===== src/rtl/twbm_pkg.sv =====
package twbm_pkg;

  localparam int unsigned CountWidth = 10;
  localparam logic [CountWidth-1:0] CountMax = 10'd1023;
  localparam logic [CountWidth-1:0] LineLengthReset = 10'd26;

  localparam logic [7:0] CharAmp   = 8'h26;
  localparam logic [7:0] CharSemi  = 8'h3B;
  localparam logic [7:0] CharSpace = 8'h20;
  localparam logic [7:0] CharTab   = 8'h09;
  localparam logic [7:0] CharLf    = 8'h0A;
  localparam logic [7:0] CharCr    = 8'h0D;

  localparam logic [7:0] ContLow  = 8'd128;
  localparam logic [7:0] ContHigh = 8'd223;
  localparam logic [7:0] Lead2Low = 8'd192;
  localparam logic [7:0] Lead3Low = 8'd224;
  localparam logic [7:0] Lead4Low = 8'd240;
  localparam logic [7:0] LeadHigh = 8'd247;

  typedef struct packed {
    logic [CountWidth-1:0] count;
    logic                  in_entity;
    logic [1:0]            cont_left;
  } wrap_state_t;

  function automatic logic is_space(input logic [7:0] b);
    return (b == CharSpace) || (b == CharTab) || (b == CharLf) || (b == CharCr);
  endfunction

  function automatic logic [1:0] expected_cont(input logic [7:0] b);
    logic [1:0] n;
    if (b < Lead2Low || b > LeadHigh) begin
      n = 2'd0;
    end else if (b < Lead3Low) begin
      n = 2'd1;
    end else if (b < Lead4Low) begin
      n = 2'd2;
    end else begin
      n = 2'd3;
    end
    return n;
  endfunction

endpackage


===== src/rtl/text_wrap_break_marker.sv =====
// channel  dir  handshake          payload
// s_*      in   s_tvalid/s_tready  s_tdata[7:0] text_byte, s_tlast last_byte
// m_*      out  m_tvalid/m_tready  m_tdata[7:0] out_byte, m_tuser[0] break_before,
//                                  m_tlast out_last
// cfg_*    in   cfg_valid/cfg_ready cfg_data[9:0] line_length
//
// one byte per cycle sustained while the output is not stalled; each byte passes the
// input register, then the result register, and the break state updates as it moves between them
// reset clears valids, line state and sets line_length to 26
// output stall backs up through the input register into s_tready
module text_wrap_break_marker (
  input  logic       clk,
  input  logic       rst,
  input  logic       s_tvalid,
  output logic       s_tready,
  input  logic [7:0] s_tdata,    // [7:0] text_byte
  input  logic       s_tlast,
  output logic       m_tvalid,
  input  logic       m_tready,
  output logic [7:0] m_tdata,    // [7:0] out_byte
  output logic [0:0] m_tuser,    // [0] break_before
  output logic       m_tlast,
  input  logic       cfg_valid,
  output logic       cfg_ready,
  input  logic [9:0] cfg_data    // [9:0] line_length
);
  import twbm_pkg::*;

  logic [CountWidth-1:0] line_length;
  wrap_state_t           state;
  wrap_state_t           state_next;

  logic       in_valid;
  logic [7:0] in_byte;
  logic       in_last;

  logic       out_valid;
  logic [7:0] out_byte;
  logic       out_brk;
  logic       out_last;

  logic       advance;
  logic       brk_next;

  assign advance   = in_valid && (!out_valid || m_tready);
  assign s_tready  = !in_valid || advance;
  assign cfg_ready = 1'b1;

  twbm_step u_step (
    .state        (state),
    .line_length  (line_length),
    .text_byte    (in_byte),
    .last_byte    (in_last),
    .state_next   (state_next),
    .break_before (brk_next)
  );

  always_ff @(posedge clk) begin
    if (rst) begin
      line_length <= LineLengthReset;
    end else if (cfg_valid && cfg_ready) begin
      line_length <= cfg_data;
    end
  end

  // input register
  always_ff @(posedge clk) begin
    if (rst) begin
      in_valid <= 1'b0;
    end else if (s_tready) begin
      in_valid <= s_tvalid;
    end
  end

  always_ff @(posedge clk) begin
    if (s_tvalid && s_tready) begin
      in_byte <= s_tdata;
      in_last <= s_tlast;
    end
  end

  // line state and result register
  always_ff @(posedge clk) begin
    if (rst) begin
      state     <= '0;
      out_valid <= 1'b0;
    end else begin
      if (advance) begin
        state     <= state_next;
        out_valid <= 1'b1;
      end else if (m_tready) begin
        out_valid <= 1'b0;
      end
    end
  end

  always_ff @(posedge clk) begin
    if (advance) begin
      out_byte <= in_byte;
      out_brk  <= brk_next;
      out_last <= in_last;
    end
  end

  assign m_tvalid   = out_valid;
  assign m_tdata    = out_byte;
  assign m_tuser[0] = out_brk;
  assign m_tlast    = out_last;

endmodule


===== src/rtl/twbm_step.sv =====
module twbm_step (
  input  twbm_pkg::wrap_state_t           state,
  input  logic [twbm_pkg::CountWidth-1:0] line_length,
  input  logic [7:0]                      text_byte,
  input  logic                            last_byte,
  output twbm_pkg::wrap_state_t           state_next,
  output logic                            break_before
);
  import twbm_pkg::*;

  logic                  starts;
  logic [CountWidth-1:0] count_tmp;
  wrap_state_t           upd;

  always_comb begin
    starts    = 1'b1;
    upd       = state;
    count_tmp = state.count;
    break_before = 1'b0;

    if (state.in_entity) begin
      starts = 1'b0;
      if (text_byte == CharSemi) begin
        upd.in_entity = 1'b0;
      end
    end else if (state.cont_left != 2'd0) begin
      if (text_byte >= ContLow && text_byte <= ContHigh) begin
        starts = 1'b0;
        upd.cont_left = state.cont_left - 2'd1;
      end else begin
        upd.cont_left = 2'd0;
      end
    end

    if (starts) begin
      if (line_length != '0 && state.count >= line_length) begin
        break_before = 1'b1;
        count_tmp = '0;
      end
      if (count_tmp < CountMax) begin
        count_tmp = count_tmp + 1'b1;
      end
      if (text_byte == CharAmp) begin
        upd.in_entity = 1'b1;
      end else if (is_space(text_byte)) begin
        count_tmp = '0;
      end else begin
        upd.cont_left = expected_cont(text_byte);
      end
      upd.count = count_tmp;
    end

    // end of text clears the line state
    if (last_byte) begin
      state_next = '0;
    end else begin
      state_next = upd;
    end
  end

endmodule


===== config.mk =====
export PLATFORM = sky130hd
export DESIGN_NAME = text_wrap_break_marker
export DESIGN_NICKNAME = d
export VERILOG_FILES = /design/src/rtl/twbm_pkg.sv /design/src/rtl/text_wrap_break_marker.sv /design/src/rtl/twbm_step.sv
export SDC_FILE = /design/constraint.sdc
export NUM_CORES = 1
export LEC_CHECK = 0
export ABC_AREA = 1
export BUFFER_PORTS_ARGS = -buffer_cell sky130_fd_sc_hd__buf_2
export CAP_MARGIN = 20
export CORE_MARGIN = 4
export CORE_UTILIZATION = 46
export DETAILED_ROUTE_END_ITERATION = 8
export PLACE_DENSITY = 0.63
export RECOVER_POWER = 50
export SYNTH_ARGS = -nofsm -noshare
export SYNTH_HDL_FRONTEND = slang
export SYNTH_SLANG_ARGS = --single-unit

===== constraint.sdc =====
create_clock -name clk -period 5 [get_ports clk]
set_input_delay 0.5 -clock clk [delete_from_list [all_inputs] [get_ports clk]]
set_output_delay 0.5 -clock clk [all_outputs]
set_load 0.05 [all_outputs]

==> impl_metrics.csv <==
group,metric,value,unit
run_status,status,"finished clean",
cts,holdBufCountCts,0,
critical_path,crit_required,5140,ps
synth,yosys-top-cells-area,"edfxtp_1 24%, dfxtp_1 21%, nand2_1 9.0%",
synth,ys_seq_area_frac,0.457,
die,ios,37,
run,max_cap_viol_count,0,
sta,setup_violations,0,
cts,cts_buffers,5,
sta,tightest_slew,1010,ps
drt,avgViaCountPerCell,4.96,
cts,path_clk_slew,80,ps
global_route,grt_pass1_wl,8220,um
synth,synthesis.nets,322,
cts,postCtsSetupBuffers,0,
sta,finalCriticalPeriod,2800,ps
cts,clock-sinks,44,
critical_path,cp.arrival,2950,ps
hold_path,min_path_type,"primary input to flip-flop",
drt,firstDrtPassIters,4,
global_route,grtUsageMet2,0.241,
cells_and_area,antennaDiodeCount,0,
drt,ant_nets,0,
synth,yosys_warnings,0,
die,start_util,0.486,
synth,postSynthCellCount,286,
placement,io_buffers,35,
global_route,grt.busiest_layer,"met2",
placement,hpwl,3500,um
global_route,grt_util_met1,0.230,
hold_path,hold_start,"s_tdata[3]",
cts,cts_root_buf,"clkbuf_8",
die,core,0.00482,sq mm
synth,avgSynthCellArea,8.19,sq um
critical_path,cp-end-kind,"flip-flop",
cts,cts_tree,"yes",
critical_path,setup.worst_path.end,"state[4]$_SDFFE_PP0P_",
cells_and_area,final_util,0.551,
pwr,powerDensity,260,mW/mm^2
global_route,track_usage,0.164,
critical_path,rr_startpoint,"line_length[5]$_SDFFE_PP0P_",
global_route,grt_pass1_vias,1873,
critical_path,r2r_setup_slack,2200,ps
synth,synth_compound_area_frac,0.132,
synth,netlist.top_cell.by_area,"edfxtp_1",
die,chipHeight,79.4,um
critical_path,crit_path_max_fanout,16,
drt,first_iter_violations,135,
sta,rsz0062_at_grt,"no",
critical_path,crit_path_start_kind,"flip-flop",
sta,timing.final.crit_share,0.561,
sta,hold_viol,0,
sta,timing.hold.ws,382,ps
global_route,antenna_found_initial,0,
synth,synthMuxAreaShare,0,
die,rows,25,
synth,synth_top_area_frac,0.244,
drt,drc,0,
critical_path,r2r_end,"state[4]$_SDFFE_PP0P_",
critical_path,critPathKind,"flip-flop to flip-flop",
cells_and_area,nets,359,
critical_path,ff2ff_path_depth,19,
cts,cts-resized-gates,0,
synth,synth_area,0.00234,sq mm
synth,yosys_register_bits,44,
die,fp.dieArea,0.00630,sq mm
die,die_w,79.4,um
synth,synth_fa_ha_area_frac,0.0641,
sta,relSlewSlack,0.326,
synth,yosys.area_share.simple,0.260,
pwr,peakVddDrop,0.137,mV
cts,clock_latency,290,ps
drt,wl_per_cell,11.8,um
synth,synth_top_family_by_area,"simple AND/OR/NAND/NOR gates",
drt,drt_wl_total,4600,um
synth,ys_types,36,
pwr,p_leak,1.15,nW
placement,gp_congestion,0.827,
cts,cts_buffer_depth,2,
critical_path,crit_path_start,"line_length[5]$_SDFFE_PP0P_",
sta,max_freq,357,MHz
sta,fin_skew,5.60,ps
synth,yosys.area_share.xor_xnor,0,
cts,h-tree-depth,2,
global_route,grt_overflow_total,0,
global_route,grt_use_met3,0.0408,
cells_and_area,drive_gt1_frac,0.179,
sta,fin_setup_tns,0,ps
global_route,grt_max_degree,20,
drt,vias,1938,
cells_and_area,syn2layout_area_growth,13.4,%
sta,drv_slew,0,
-- how the worst min path moves through the flow --
stage	end	slack, ps	depth (start not counted)
2_1_floorplan	state[1]$_SDFFE_PP0P_	450	2
3_3_place_gp	state[1]$_SDFFE_PP0P_	460	2
3_5_place_dp	state[1]$_SDFFE_PP0P_	460	2
4_1_cts	in_byte[5]$_DFFE_PP_	370	1
5_1_grt	in_byte[5]$_DFFE_PP_	370	1
6_report	in_byte[3]$_DFFE_PP_	380	1
-- layout make-up --
type	instances	area, sq um
Fill cell	492	2160
Multi-Input combinational cell	192	1070
Sequential cell	44	1070
Timing Repair Buffer	35	174
Inverter	45	169
Tap cell	67	83.8
Clock buffer	6	72.6
Clock inverter	2	12.5
-- critical path: stages (launching register included) --
cell	delay, ps
dfxtp_1	350
inv_1	70
ha_1	310
nand2_1	90
inv_1	40
nand2_1	50
nand2_1	40
nand2_1	50
nand3_1	110
nand2_4	200
inv_2	110
nor2_4	140
ha_1	200
nand2_1	70
nand3b_4	180
nor2_4	160
nand3_4	130
or2_0	220
nand2_1	80
a21oi_2	50
-- placed cells by master (no fill, tap or decap) --
cell type   instances
nand3_1            20
nor4_2              1
nand2_1            56
conb_1              1
or2_2               1
nor2_2              3
ha_1               12
a21boi_0            1
nand2_4             1
o211ai_1            2
a21o_1              1
nand3_4             1
or2_0               3
a22oi_1             1
edfxtp_1           19
nand3b_1            1
o31ai_1             2
clkbuf_8            5
a21oi_1            31
inv_1              44
inv_2               1
o21ai_0            12
a21oi_2             3
clkbuf_1            2
nand3b_4            1
nor4_1              2
dfxtp_1            25
nor2_1             22
buf_2              34
nand4_2             1
nor3_1              2
nand4_1             4
nand3_2             2
clkinvlp_4          1
o22ai_1             1
nor2_4              2
o21ai_1             2
clkinv_2            1
-- metrics by stage --
stage	setup WS [ps]	instances	power, W	area [sq um]
2_1_floorplan	2560	286	0.000459	2340
6_report	2200	391	0.000691	2660
3_5_place_dp	2220	383	0.000483	2570
3_3_place_gp	2270	383	0.000482	2570
4_1_cts	2210	391	0.000700	2660
5_1_grt	1820	391	0.000725	2660
-- cell families (layout without fill, tap and decap cells) --
group / Yosys count / in the layout
flip-flops: 44 / 44
AO/OA/AOI/OAI: 56 / 56
buffers and inverters: 50 / 88
AND/OR/NAND/NOR: 123 / 123
other: 1 / 1
adder cells (fa/ha/maj): 12 / 12
-- state kept, by name (all words and copies together) (netlist names) --
register     flops
state           13
line_length     10
in_byte          8
m_tdata          8
in_last          1
in_valid         1
m_tlast          1
m_tuser          1
m_tvalid         1
-- synthesized netlist by cell type --
master / instances
nand2_1: 56
inv_1: 44
a21oi_1: 31
dfxtp_1: 25
nor2_1: 22
nand3_1: 20
edfxtp_1: 19
ha_1: 12
o21ai_0: 12
nand4_1: 4
a21oi_2: 3
clkbuf_1: 3
nor2_2: 3
or2_0: 3
nand3_2: 2
nor2_4: 2
nor3_1: 2
nor4_1: 2
o211ai_1: 2
o21ai_1: 2
o31ai_1: 2
a21boi_0: 1
a21o_1: 1
a22oi_1: 1
buf_4: 1
buf_6: 1
conb_1: 1
inv_2: 1
nand2_4: 1
nand3_4: 1
nand3b_1: 1
nand3b_4: 1
nand4_2: 1
nor4_2: 1
o22ai_1: 1
or2_2: 1
-- where the power goes --
part | switching, W | internal [W] | leakage, nW
combinational | 0.0000514 | 0.0000221 | 0.720
sequential | 0.00000961 | 0.000391 | 0.386
clock | 0.000119 | 0.0000977 | 0.0412
-- per-layer routing --
metal | share of wire | wire length (um)
met4 | 0.013 | 61
met1 | 0.51 | 2360
met2 | 0.42 | 1920
met3 | 0.055 | 255
met5 | 0 | 0
Note: power is estimated with default switching activity, not from simulation.
